[src/rtl/core/lrupr_pkg.sv]
package lrupr_pkg;

    localparam int SLOT_W      = 2;
    localparam int RANK_MAX_W  = 4;
    localparam int EVICT_W     = 16;
    localparam int COUNT_W     = 32;

    typedef logic [SLOT_W-1:0]     slot_t;
    typedef logic [RANK_MAX_W-1:0] rank_t;
    typedef logic [EVICT_W-1:0]    evict_page_t;
    typedef logic [COUNT_W-1:0]    count_t;

    // collected along the row of cells, one cell at a time
    typedef struct packed {
        logic        hit;
        rank_t       hit_rank;
        slot_t       hit_slot;
        logic        empty_seen;
        slot_t       empty_slot;
        slot_t       victim_slot;
        evict_page_t victim_page;
    } chain_t;

    // broadcast to every cell
    typedef struct packed {
        logic  load;
        logic  clear;
        logic  hit;
        rank_t hit_rank;
        logic  full;
    } cmd_t;

endpackage

[src/rtl/core/lrupr_cell.sv]
module lrupr_cell
    import lrupr_pkg::*;
#(
    parameter int FRAME_COUNT = 4,
    parameter int PAGE_BITS   = 16,
    parameter int IDX         = 0
)
(
    input  logic                 clk,
    input  logic                 rst_n,
    input  logic [PAGE_BITS-1:0] page_in,
    input  cmd_t                 cmd,
    input  chain_t               chain_in,
    output chain_t               chain_out
);

    localparam int RANK_W = (FRAME_COUNT > 1) ? $clog2(FRAME_COUNT) : 1;
    localparam logic [RANK_W-1:0] RANK_OLDEST = RANK_W'(FRAME_COUNT - 1);
    localparam slot_t MY_SLOT = SLOT_W'(IDX);

    logic [PAGE_BITS-1:0]         page_reg;
    logic [PAGE_BITS-1:0]         page_next;
    logic                         valid_reg;
    logic                         valid_next;
    logic [RANK_W-1:0]            rank_reg;
    logic [RANK_W-1:0]            rank_next;
    logic [PAGE_BITS+EVICT_W-1:0] page_ext;
    rank_t                        rank_wide;
    logic                         match;
    logic                         first_empty;
    logic                         victim;
    logic                         take;

    assign page_ext    = {{EVICT_W{1'b0}}, page_reg};
    assign rank_wide   = RANK_MAX_W'(rank_reg);
    assign match       = valid_reg && (page_reg == page_in);
    assign first_empty = !valid_reg && !chain_in.empty_seen;
    assign victim      = valid_reg && (rank_reg == RANK_OLDEST);
    assign take        = cmd.full ? victim : first_empty;

    always_comb
    begin
        chain_out.hit         = chain_in.hit | match;
        chain_out.hit_rank    = chain_in.hit_rank | (match ? rank_wide : '0);
        chain_out.hit_slot    = chain_in.hit_slot | (match ? MY_SLOT : '0);
        chain_out.empty_seen  = chain_in.empty_seen | !valid_reg;
        chain_out.empty_slot  = chain_in.empty_slot | (first_empty ? MY_SLOT : '0);
        chain_out.victim_slot = chain_in.victim_slot | (victim ? MY_SLOT : '0);
        chain_out.victim_page = chain_in.victim_page
                              | (victim ? page_ext[EVICT_W-1:0] : '0);
    end

    always_comb
    begin
        page_next  = page_reg;
        valid_next = valid_reg;
        rank_next  = rank_reg;
        if (cmd.load)
        begin
            if (cmd.clear)
            begin
                valid_next = 1'b0;
                rank_next  = '0;
            end
            else if (cmd.hit)
            begin
                if (match)
                    rank_next = '0;
                else if (valid_reg && (rank_wide < cmd.hit_rank))
                    rank_next = rank_reg + 1'b1;
            end
            else if (take)
            begin
                page_next  = page_in;
                valid_next = 1'b1;
                rank_next  = '0;
            end
            else if (valid_reg)
            begin
                rank_next = rank_reg + 1'b1;
            end
        end
    end

    always_ff @(posedge clk or negedge rst_n)
    begin
        if (!rst_n)
        begin
            valid_reg <= 1'b0;
            rank_reg  <= '0;
        end
        else
        begin
            valid_reg <= valid_next;
            rank_reg  <= rank_next;
        end
    end

    always_ff @(posedge clk)
    begin
        page_reg <= page_next;
    end

endmodule

[src/rtl/core/lru_page_replacement.sv]
// result: registered on the output register in the cycle after the input transfer
// throughput: one reference per cycle while in_stall is low, set by the combinational row of frame cells
// a new reference is taken while the previous result is being taken downstream
// reset: all frames empty, ranks and hit/fault totals zero, no result pending
// a reference flagged as last also returns frames, ranks and totals to the reset values
module lru_page_replacement
    import lrupr_pkg::*;
#(
    parameter int FRAME_COUNT = 4,
    parameter int PAGE_BITS   = 16
)
(
    input  logic                 clk,
    input  logic                 rst_n,
    input  logic                 in_valid,
    output logic                 in_stall,
    input  logic [PAGE_BITS-1:0] page_number,
    input  logic                 last_page,
    output logic                 out_valid,
    input  logic                 out_stall,
    output logic                 hit,
    output slot_t                frame_slot,
    output logic                 evicted_valid,
    output evict_page_t          evicted_page,
    output count_t               hit_count,
    output count_t               fault_count
);

    chain_t chain [FRAME_COUNT+1];
    cmd_t   cmd;
    logic   accept;
    logic   full;

    logic        out_valid_reg;
    logic        out_valid_next;
    logic        hit_reg;
    slot_t       slot_reg;
    logic        ev_valid_reg;
    evict_page_t ev_page_reg;
    count_t      hit_out_reg;
    count_t      fault_out_reg;
    count_t      hit_total_reg;
    count_t      hit_total_next;
    count_t      fault_total_reg;
    count_t      fault_total_next;
    count_t      hit_sum;
    count_t      fault_sum;

    assign in_stall = out_valid_reg && out_stall;
    assign accept   = in_valid && !in_stall;

    assign chain[0] = '0;
    assign full     = !chain[FRAME_COUNT].empty_seen;

    always_comb
    begin
        cmd.load     = accept;
        cmd.clear    = last_page;
        cmd.hit      = chain[FRAME_COUNT].hit;
        cmd.hit_rank = chain[FRAME_COUNT].hit_rank;
        cmd.full     = full;
    end

    for (genvar i = 0; i < FRAME_COUNT; i++)
    begin : g_cell
        lrupr_cell #(
            .FRAME_COUNT(FRAME_COUNT),
            .PAGE_BITS  (PAGE_BITS),
            .IDX        (i)
        ) u_cell (
            .clk      (clk),
            .rst_n    (rst_n),
            .page_in  (page_number),
            .cmd      (cmd),
            .chain_in (chain[i]),
            .chain_out(chain[i+1])
        );
    end

    // saturating totals
    always_comb
    begin
        hit_sum   = hit_total_reg;
        fault_sum = fault_total_reg;
        if (chain[FRAME_COUNT].hit)
        begin
            if (hit_total_reg != '1)
                hit_sum = hit_total_reg + 1'b1;
        end
        else if (fault_total_reg != '1)
        begin
            fault_sum = fault_total_reg + 1'b1;
        end
    end

    always_comb
    begin
        hit_total_next   = hit_total_reg;
        fault_total_next = fault_total_reg;
        if (accept)
        begin
            hit_total_next   = last_page ? '0 : hit_sum;
            fault_total_next = last_page ? '0 : fault_sum;
        end
    end

    always_comb
    begin
        if (accept)
            out_valid_next = 1'b1;
        else if (out_stall)
            out_valid_next = out_valid_reg;
        else
            out_valid_next = 1'b0;
    end

    always_ff @(posedge clk or negedge rst_n)
    begin
        if (!rst_n)
        begin
            out_valid_reg   <= 1'b0;
            hit_total_reg   <= '0;
            fault_total_reg <= '0;
        end
        else
        begin
            out_valid_reg   <= out_valid_next;
            hit_total_reg   <= hit_total_next;
            fault_total_reg <= fault_total_next;
        end
    end

    always_ff @(posedge clk)
    begin
        if (accept)
        begin
            hit_reg       <= chain[FRAME_COUNT].hit;
            hit_out_reg   <= hit_sum;
            fault_out_reg <= fault_sum;
            if (chain[FRAME_COUNT].hit)
            begin
                slot_reg     <= chain[FRAME_COUNT].hit_slot;
                ev_valid_reg <= 1'b0;
                ev_page_reg  <= '0;
            end
            else if (full)
            begin
                slot_reg     <= chain[FRAME_COUNT].victim_slot;
                ev_valid_reg <= 1'b1;
                ev_page_reg  <= chain[FRAME_COUNT].victim_page;
            end
            else
            begin
                slot_reg     <= chain[FRAME_COUNT].empty_slot;
                ev_valid_reg <= 1'b0;
                ev_page_reg  <= '0;
            end
        end
    end

    assign out_valid     = out_valid_reg;
    assign hit           = hit_reg;
    assign frame_slot    = slot_reg;
    assign evicted_valid = ev_valid_reg;
    assign evicted_page  = ev_page_reg;
    assign hit_count     = hit_out_reg;
    assign fault_count   = fault_out_reg;

endmodule

[config.mk]
export PLATFORM = sky130hd
export DESIGN_NAME = lru_page_replacement
export DESIGN_NICKNAME = d
export VERILOG_FILES = /design/src/rtl/core/lrupr_pkg.sv /design/src/rtl/core/lrupr_cell.sv /design/src/rtl/core/lru_page_replacement.sv
export SDC_FILE = /design/constraint.sdc
export NUM_CORES = 1
export LEC_CHECK = 0
export BUFFER_PORTS_ARGS = -buffer_cell sky130_fd_sc_hd__buf_2
export CAP_MARGIN = 20
export CELL_PAD_IN_SITES_DETAIL_PLACEMENT = 0
export CELL_PAD_IN_SITES_GLOBAL_PLACEMENT = 2
export CORE_MARGIN = 2
export CORE_UTILIZATION = 35
export DETAILED_ROUTE_END_ITERATION = 7
export PLACE_DENSITY = 0.7
export SLEW_MARGIN = 20
export SYNTH_ARGS = -nofsm -noshare
export SYNTH_HDL_FRONTEND = slang
export SYNTH_SLANG_ARGS = --single-unit
[constraint.sdc]
create_clock -name clk -period 5.5 [get_ports clk]
set_input_delay 0.55 -clock clk [delete_from_list [all_inputs] [get_ports clk]]
set_output_delay 0.55 -clock clk [all_outputs]
set_load 0.05 [all_outputs]
Word-level counts from Yosys, hierarchy flattened
Cells that the tools add are included.
{"block": "totals", "regBits": 225, "out_inout_bits": 86, "elab_cells": 180}
{"block": "classes", "add_sub_neg": 6, "n_lt_le_gt_ge": 4, "eq_ne": 16, "muxes": 68, "n_bitwise": 20, "n_reduce_logical": 45}
{"op": "two-way mux 32 bit", "n": 6}
{"op": "two-way mux 2 bit", "n": 36}
{"op": "adder 32 x 1 -> 32 bit, second input constant", "n": 2}
{"op": "== test 16 bit", "n": 4}
{"op": "two-way mux 16 bit", "n": 4}
{"op": "inequality test 32 bit, second input constant", "n": 2}
{"op": "OR 16 bit", "n": 3}
{"op": "AND reduction 3 bit", "n": 8}
{"op": "two-way mux 1 bit", "n": 22}
{"op": "logical AND 1 bit", "n": 17}
{"op": "less-than comparator 2 x 4 -> 1 bit", "n": 4}
{"op": "inequality test 4 x 1 -> 1 bit, second input constant", "n": 4}
{"op": "AND reduction 4 bit", "n": 4}
{"op": "nonzero test 4 bit", "n": 4}
{"op": "adder 2 x 1 -> 2 bit, second input constant", "n": 4}
{"op": "== test 2 bit, second input constant", "n": 4}
{"op": "OR 4 bit", "n": 2}
{"op": "nonzero test 2 bit", "n": 4}
{"op": "logical NOT 1 bit", "n": 7}
{"op": "OR 1 bit", "n": 6}
{"op": "OR 1 x 2 -> 2 bit", "n": 3}
{"op": "OR 2 bit", "n": 3}
{"op": "inequality test 2 x 1 -> 1 bit, second input constant", "n": 2}
{"op": "OR 2 x 4 -> 4 bit", "n": 1}
{"op": "other kinds (2)", "n": 3}

Longest topological paths before layout
Gate-level depths: netlist of the first run.
{"block": "logic_depth", "ltp_word": 12, "mapped_depth": 13, "mapped_depth_nobuf": 8}

Cells and area by module
Synthesis of the first run repeated with hierarchy kept, for this count alone.
{"block": "hier_totals", "hier_cells": 1029, "area_unflattened_um2": 11693.7}
{"mod": "lru_page_replacement", "instances": 1, "cells_each": 639, "area_each_um2": 7181.9, "seq_area_each_um2": 4149.0}
{"mod": "lrupr_cell (g_cell[2].u_cell)", "instances": 1, "cells_each": 98, "area_each_um2": 1134.8, "seq_area_each_um2": 555.5}
{"mod": "lrupr_cell (g_cell[3].u_cell)", "instances": 1, "cells_each": 99, "area_each_um2": 1132.3, "seq_area_each_um2": 555.5}
{"mod": "lrupr_cell (g_cell[0].u_cell)", "instances": 1, "cells_each": 97, "area_each_um2": 1124.8, "seq_area_each_um2": 555.5}
{"mod": "lrupr_cell (g_cell[1].u_cell)", "instances": 1, "cells_each": 96, "area_each_um2": 1119.8, "seq_area_each_um2": 555.5}

Least setup slack after synthesis of the first run
Ideal clock, no wire load.
{"block": "synth_timing", "path_kind": "register to register", "start": "register out_valid_reg, in the netlist out_valid", "end": "register ev_page_reg[0], in the netlist evicted_page[0] (enable)", "arrival_time_ns": 3.625, "required_time_ns": 5.019, "setup_slack_ns": 1.394, "path_stages_with_launch": 6, "cell_sequence": "dfrtp_1 nand2_1 nand2_1 clkbuf_1 inv_1 clkbuf_1"}
{"block": "synth_between", "elab_chain_len": 3}
{"item": "start: declaration", "line_no": "lru_page_replacement.sv:34", "source": "logic out_valid_reg;"}
{"item": "start signal: assignment", "line_no": "lru_page_replacement.sv:127", "source": "out_valid_reg <= out_valid_next;"}
{"item": "logical AND 1 bit", "line_no": "lru_page_replacement.sv:49", "source": "assign in_stall = out_valid_reg && out_stall;"}
{"item": "logical NOT 1 bit", "line_no": "lru_page_replacement.sv:50", "source": "assign accept = in_valid && !in_stall;"}
{"item": "logical AND 1 bit", "line_no": "lru_page_replacement.sv:50"}
{"item": "named net accept", "line_no": "lru_page_replacement.sv:31", "source": "logic accept;"}
{"item": "end signal: assignment", "line_no": "lru_page_replacement.sv:150", "source": "ev_page_reg <= chain[FRAME_COUNT].victim_page;"}
{"item": "end: declaration", "line_no": "lru_page_replacement.sv:39", "source": "evict_page_t ev_page_reg;"}
The timed path passes the listed nets, and every way through them passes these cells.
A chain may end at the register's enable or synchronous reset.

Worst setup path in the final report of the first run
{"block": "layout_timing", "start": "register g_cell[2].u_cell.page_reg[2]", "end": "register g_cell[2].u_cell.page_reg[5] (enable)"}
{"block": "layout_between", "elab_chain_len": 6}
{"item": "start: declaration", "line_no": "lrupr_cell.sv:21", "source": "logic [PAGE_BITS-1:0] page_reg;"}
{"item": "start signal: assignment", "line_no": "lrupr_cell.sv:101", "source": "page_reg <= page_next;"}
{"item": "== test 16 bit", "line_no": "lrupr_cell.sv:36", "source": "assign match = valid_reg && (page_reg == page_in);"}
{"item": "logical AND 1 bit", "line_no": "lrupr_cell.sv:36"}
{"item": "OR 1 bit (2 in series)", "line_no": "lrupr_cell.sv:43", "source": "chain_out.hit = chain_in.hit | match;"}
{"item": "NOT 1 bit (no line)"}
{"item": "AND reduction 4 bit (no line)"}
No other way between the ends.

==> results of run 1 <==
## routing by layer
layer | wire length [µm] | track usage [%] | part of all wire, % | up-vias
met5 | 0 | 0 | 0 | -
met4 | 736 | 4.58 | 2.4 | 0
met3 | 1230 | 2.16 | 4.1 | 50
met2 | 14400 | 28.9 | 47 | 194
met1 | 13900 | 23.9 | 46 | 4003
li1 | - | - | - | 4001
## worst max path at each step
stage | slack (ps) | to | cells past startpoint
6_report | 2350 | g_cell[2].u_cell.page_reg[5] | 7
5_1_grt | 2170 | g_cell[1].u_cell.page_reg[0] | 7
4_1_cts | 2340 | g_cell[2].u_cell.page_reg[0] | 7
3_5_place_dp | 2020 | g_cell[2].u_cell.page_reg[8] | 8
3_3_place_gp | 2090 | g_cell[1].u_cell.page_reg[8] | 8
2_1_floorplan | 1390 | evicted_page[0] | 5
## layout make-up
type                       instances  area, µm²
clock buffer                      34        712
multi-input combinational        730       4870
clock inverter                    15        208
timing repair buffer             116        611
inverter                          20       77.6
fill                            3152      19200
sequential                       225       6370
antenna                            1       2.50
tap                              442        553
## cells by family (layout without fill, tap and decap cells)
group / Yosys count / in the layout
other: 0 / 1
and+or+nand+nor: 383 / 383
muxes: 49 / 49
AOI/OAI and AO/OA: 165 / 165
DFF: 225 / 225
xor gates and xnor gates: 126 / 126
buffers and inverters: 94 / 185
adders and majority gates: 7 / 7
## stage by stage
stage | power [W] | worst slack [ps] | util (%) | instances
finish | 0.00450 | 2350 | 41.1 | 1583
global route | 0.00469 | 2170 | 41.1 | 1583
CTS | 0.00456 | 2340 | 41.1 | 1582
detailed placement | 0.00269 | 2020 | 38.2 | 1532
global placement | 0.00268 | 2090 | 38.2 | 1532
floorplan | 0.00251 | 1390 | - | 1049
## cell usage after synthesis (all sizes together) (12+ instances only)
master / instances
edfxtp: 148
xnor2: 98
nand2: 93
nor2: 80
dfrtp: 77
mux2i: 47
clkbuf: 46
nand3: 43
o21ai: 43
nand4: 42
a22oi: 35
a21oi: 32
nor3: 31
buf: 28
xor2: 28
and3: 22
inv: 20
and2: 14
nor4: 13
or3: 12
## cell usage in the layout, fill, tap and decap left out, types with 11 or more instances in the layout
| master | synthesis | layout |
|---|---|---|
| and3_1 | 22 | 22 |
| inv_1 | 20 | 19 |
| mux2i_1 | 47 | 47 |
| a21oi_1 | 31 | 31 |
| buf_2 | 21 | 105 |
| clkbuf_16 | 0 | 27 |
| nand4_1 | 42 | 42 |
| a22oi_1 | 34 | 34 |
| nand2_1 | 92 | 91 |
| nand3_1 | 43 | 43 |
| nor2_1 | 80 | 76 |
| and4_1 | 11 | 11 |
| xnor2_1 | 89 | 89 |
| and2_1 | 12 | 12 |
| nor3_1 | 27 | 27 |
| xor2_1 | 28 | 28 |
| dfrtp_1 | 77 | 77 |
| o21ai_0 | 35 | 35 |
| edfxtp_1 | 148 | 148 |
| nor4_1 | 12 | 12 |
## report_power, final
part           leakage [nW]  switching (W)  internal, W
logic                  2.27       0.000408     0.000172
registers              2.43       0.000127      0.00194
clock network         0.449       0.000702      0.00115
total                  5.15        0.00124      0.00326
## timing repair
item / CTS / global route
hold buffers: 1 / 0
endpoints found under the setup margin: 0 / 0
hold endpoints to repair: 3 / 0
==> results.cfg, run 1 <==
[timing]
fin_skew_ps = 10.6
setup_viol = 0
fmax_ghz = 0.317
post-route-period-util_pct = 57.3
slew_viol_final = 0
relSlewSlack_pct = 29.8
hold_viol_final = 0
rsz0062_at_grt = no
hold_ws_ps = 252
worst_slew_pin_slew_ps = 1050
fin_crit_ps = 3150
fin_tns_setup_ps = 0

[clock_network]
cts.clk_slew.worst_paths_ps = 60
numCtsBuffers = 27
cts_tree = done
postCtsResizedCells = 0
clockBufferDepth = 3
cts_sinks = 225
cts_setup_buffers = 0
clk_latency_ps = 540
clockRootBuffer = clkbuf_16
htree_levels = 1

[critical_path]
r2r_cells = 7
cp_slowest_stage_delay_ps = 890
path_max_fanout = 16
cp_num_buf_inv = 0
critPathCaptureType = flip-flop
cp.required_ps = 5650
slowest_stage = nor2_2
path_delay_family = simple AND/OR/NAND/NOR gates
r2r_end = g_cell[2].u_cell.page_reg[5]
reg2reg_slack_ps = 2350
crit_chain = xor2_1, nor4_1, and3_1, a22oi_4, and2_4, nand2_1, nor2_2
path_class = reg2reg
worstSetupStartpoint = g_cell[2].u_cell.page_reg[2]
reg2reg_from = g_cell[2].u_cell.page_reg[2]
worstPathArrival_ps = 3300
critPathLaunchType = flip-flop

[grt]
overflow = 0
grt_pass1_wl_um = 47900
antenna_found_initial = 1
grt_max_degree = 66
grt_pass1_vias = 8104
track_usage_pct = 17.3

[detailed_routing]
wire_per_inst_um = 19.1
antenna_left = 0
drc = 0
drtIter0Drc = 526
routed_via_density = 5.21
num_vias = 8248
drtPass1Iterations = 5
routed_wl_um = 30200

[cells_and_area]
drive_gt1_share_pct = 16.6
nets = 1147
areaGrowthSynthToFinish_pct = 15.1
largest_register_ffs = 64
design_area_mm2 = 0.0134

[floorplan]
fp.dieW_um = 186
coreArea_mm2 = 0.0326
die_h_um = 186
pin_count = 107
dieArea_mm2 = 0.0347
row_count = 66
initial_core_util_pct = 35.7

[synthesis]
synth_cell_types = 70
synth_largest_area_cell = edfxtp_1
synthesis.nets = 1076
synth_edf_count = 148
synth_top_area_share_pct = 38.2
syn_avg_cell_area_um2 = 11.1
synthTopCellsByArea = edfxtp_1, dfrtp_1, xnor2_1, mux2i_1, nand2_1
muxShareOfSynthArea_pct = 4.23
yosys_warnings = 0
synthAdderAreaFrac_pct = 0.741
syn_area_mm2 = 0.0116
synth_xor_area_share_pct = 10.1
synth-async-reset-ratio_pct = 34.2
ys.flop_type = edfxtp_1
synth_compound_area_share_pct = 9.63
yosysSeqAreaShare_pct = 54.7
ys_ff_latch = 225
syn-instance-count = 1049
synthSimpleGateAreaFrac_pct = 17.0
synth_top_family_by_area = simple AND/OR/NAND/NOR gates

[placed_design]
postPlaceCellArea_mm2 = 0.0125
io_buffer_count = 106
dp_hpwl_um = 20000
place_congestion = 0.809

[power]
p_leak_nw = 5.15
ir_drop_v = 0.000263
p_per_area_mw_per_mm2 = 336

[worst_hold_path]
hold_path_class = in2reg
hold_end = out_valid
hp-start = in_valid
min_path_cells = 2

[job]
max_cap_violations = 0

[outcome]
status = finished, final reports clean
No activity file was read; power rests on OpenSTA's default activity.
==> run 2: changes to the inputs <==
clock period = 3.08 ns   (was 5.5 ns; I/O delays follow)
==> run 2 against run 1 <==
Net effect:
- flip-flop and latch count stayed put
- sequential share of layout area fell by 1.0 points
- non-clock buffer count rose by 33
- sequential power rose by 77%
- highest routed layer is now met5
- largest cell class unchanged
- count of clock-buffer cells in the layout increased by 1
- critical endpoint is now hit_total_reg[28]
- die area stayed put
- clock skew up 1.5 ps
- first-iteration DRC count is 14% lower
- combinational power rose by 90%
- register-to-register slack worse by 2100 ps
- fmax up 13%
==> results.cfg, run 2 (same netlist as run 1, synthesis figures left out) <==
[outcome]
status = finished, final reports clean

[cells_and_area]
multi_input_area_mm2 = 0.00486
layout_commonest_cell = edfxtp_1
largest_register_ffs = 64
insertedDiodeCount = 0
final_util_pct = 42.0
nets = 1179
nFillCells = 3161
design_area_mm2 = 0.0137
drive_gt1_share_pct = 18.3
areaGrowthSynthToFinish_pct = 17.6
layout_common_cells = edfxtp_1, buf_2, nand2_1, xnor2_1, nor2_1
regArea_mm2 = 0.00637

[timing]
slew_viol_final = 0
fin_crit_ps = 2790
post-route-period-util_pct = 90.6
fin_skew_ps = 12.1
fin_tns_setup_ps = 0
setup_viol = 0
finalWorstSetupSlack_ps = 290
rsz0062_at_grt = no
worst_slew_pin_slew_ps = 764
hold_viol_final = 0
fmax_ghz = 0.358
relSlewSlack_pct = 49.1

[clock_network]
cts_sinks = 225
postCtsResizedCells = 0
cts_setup_buffers = 0
htree_levels = 1
clk_latency_ps = 530
cts.clk_slew.worst_paths_ps = 60
cts_tree = done
clockBufferDepth = 3
numCtsBuffers = 26
clockRootBuffer = clkbuf_16

[floorplan]
coreArea_mm2 = 0.0326
initial_core_util_pct = 35.7
fp.dieW_um = 186
die_h_um = 186
row_count = 66
pin_count = 107
dieArea_mm2 = 0.0347

[placed_design]
place_congestion = 0.845
io_buffer_count = 106
dp_worst_setup_slack_ps = 218
postPlaceCellArea_mm2 = 0.0128
dp_hpwl_um = 20700

[worst_hold_path]
hold_path_class = in2reg

[critical_path]
path_max_fanout = 16
cp.required_ps = 3490
critPathLaunchType = flip-flop
path_class = reg2reg
critPathCaptureType = flip-flop
worstPathArrival_ps = 3200

[detailed_routing]
antenna_left = 0
routed_via_density = 5.17
routed_wl_um = 30500
wire_per_inst_um = 18.9
num_vias = 8337
drtIter0Drc = 450
drtPass1Iterations = 5
drc = 0

[power]
ir_drop_v = 0.000400
p_int_w = 0.00578
p_comb_share_pct = 13.8
p_per_area_mw_per_mm2 = 583
power_frac_seq_pct = 46.0
switchingPower_w = 0.00220
p_clk_share_pct = 40.3
p_leak_nw = 5.33
switching_share_pct = 27.6
finalPower_w = 0.00799

[grt]
grt_max_degree = 78
grt_pass1_vias = 8184
track_usage_pct = 17.4
overflow = 0
grt_pass1_wl_um = 48100
antenna_found_initial = 1

[job]
max_cap_violations = 0
==> run 2: cell count changes in the layout (fill, tap and decap cells not counted), moves of 2 or more <==
cell | previous run | this run
clkinv_4 | 2 | 0
buf_4 | 10 | 35
clkinv_1 | 2 | 4
buf_12 | 0 | 7
nor2_2 | 4 | 0
nor2_1 | 76 | 80
==> run 2: repair_timing <==
item | 4_1_cts | 5_1_grt
endpoints found under the hold margin | 36 | 0
hold buffers | 2 | 0
setup endpoints to repair | 0 | 0
==> run 2: critical path, cell delays in order (launching register included) <==
cell and delay, ps:
edfxtp_1 410, xnor2_1 340, nand4_1 180, or3_4 390
o22a_4 290, nand2_2 280, nand3_1 280, or3_1 400
o311ai_0 110
==> run 2: final cells by class <==
cell class / count / share of cell area (%)
multi-input combinational: 730 / 35.5
sequential: 225 / 46.5
inverter: 20 / 0.566
clock inverter: 13 / 1.19
clock buffer: 35 / 5.30
timing repair buffer: 149 / 6.92
tap: 442 / 4.04
==> run 2: final timing paths <==
kind,end,depth (start not counted),slack (ps),start
worst max-delay path,hit_total_reg[28],8,290,g_cell[0].u_cell.page_reg[4]
worst min-delay path,out_valid,3,90,out_stall
worst max register to register,hit_total_reg[28],8,290,g_cell[0].u_cell.page_reg[4]
worst min register to register,hit_total_reg[12],1,560,hit_total_reg[12]
max in group asynchronous,fault_total_reg[28],3,2110,rst_n
min in group asynchronous,hit_total_reg[16],2,310,rst_n
==> run 2: power by group through the flow <==
stage,Clock (W),Combinational [W],Sequential (W)
finish,0.00322,0.00110,0.00367
global route,0.00342,0.00120,0.00370
global placement,0,0.00111,0.00373
floorplan,0,0.000553,0.00392
CTS,0.00331,0.00112,0.00367
detailed placement,0,0.00111,0.00373
==> run 2: routing by layer <==
metal  global-route usage, %  part of all wire (%)
met1                    23.4                    46
met2                    29.3                    48
met3                    2.58                   3.8
met4                    4.52                   2.4
met5                       0                 0.036
==> run 2: per-stage QoR <==
stage	std cells	hold WS [ps]
CTS	1614	68.4
detailed placement	1564	339
finish	1614	89.0
floorplan	1049	12.4
global placement	1564	335
global route	1614	98.0
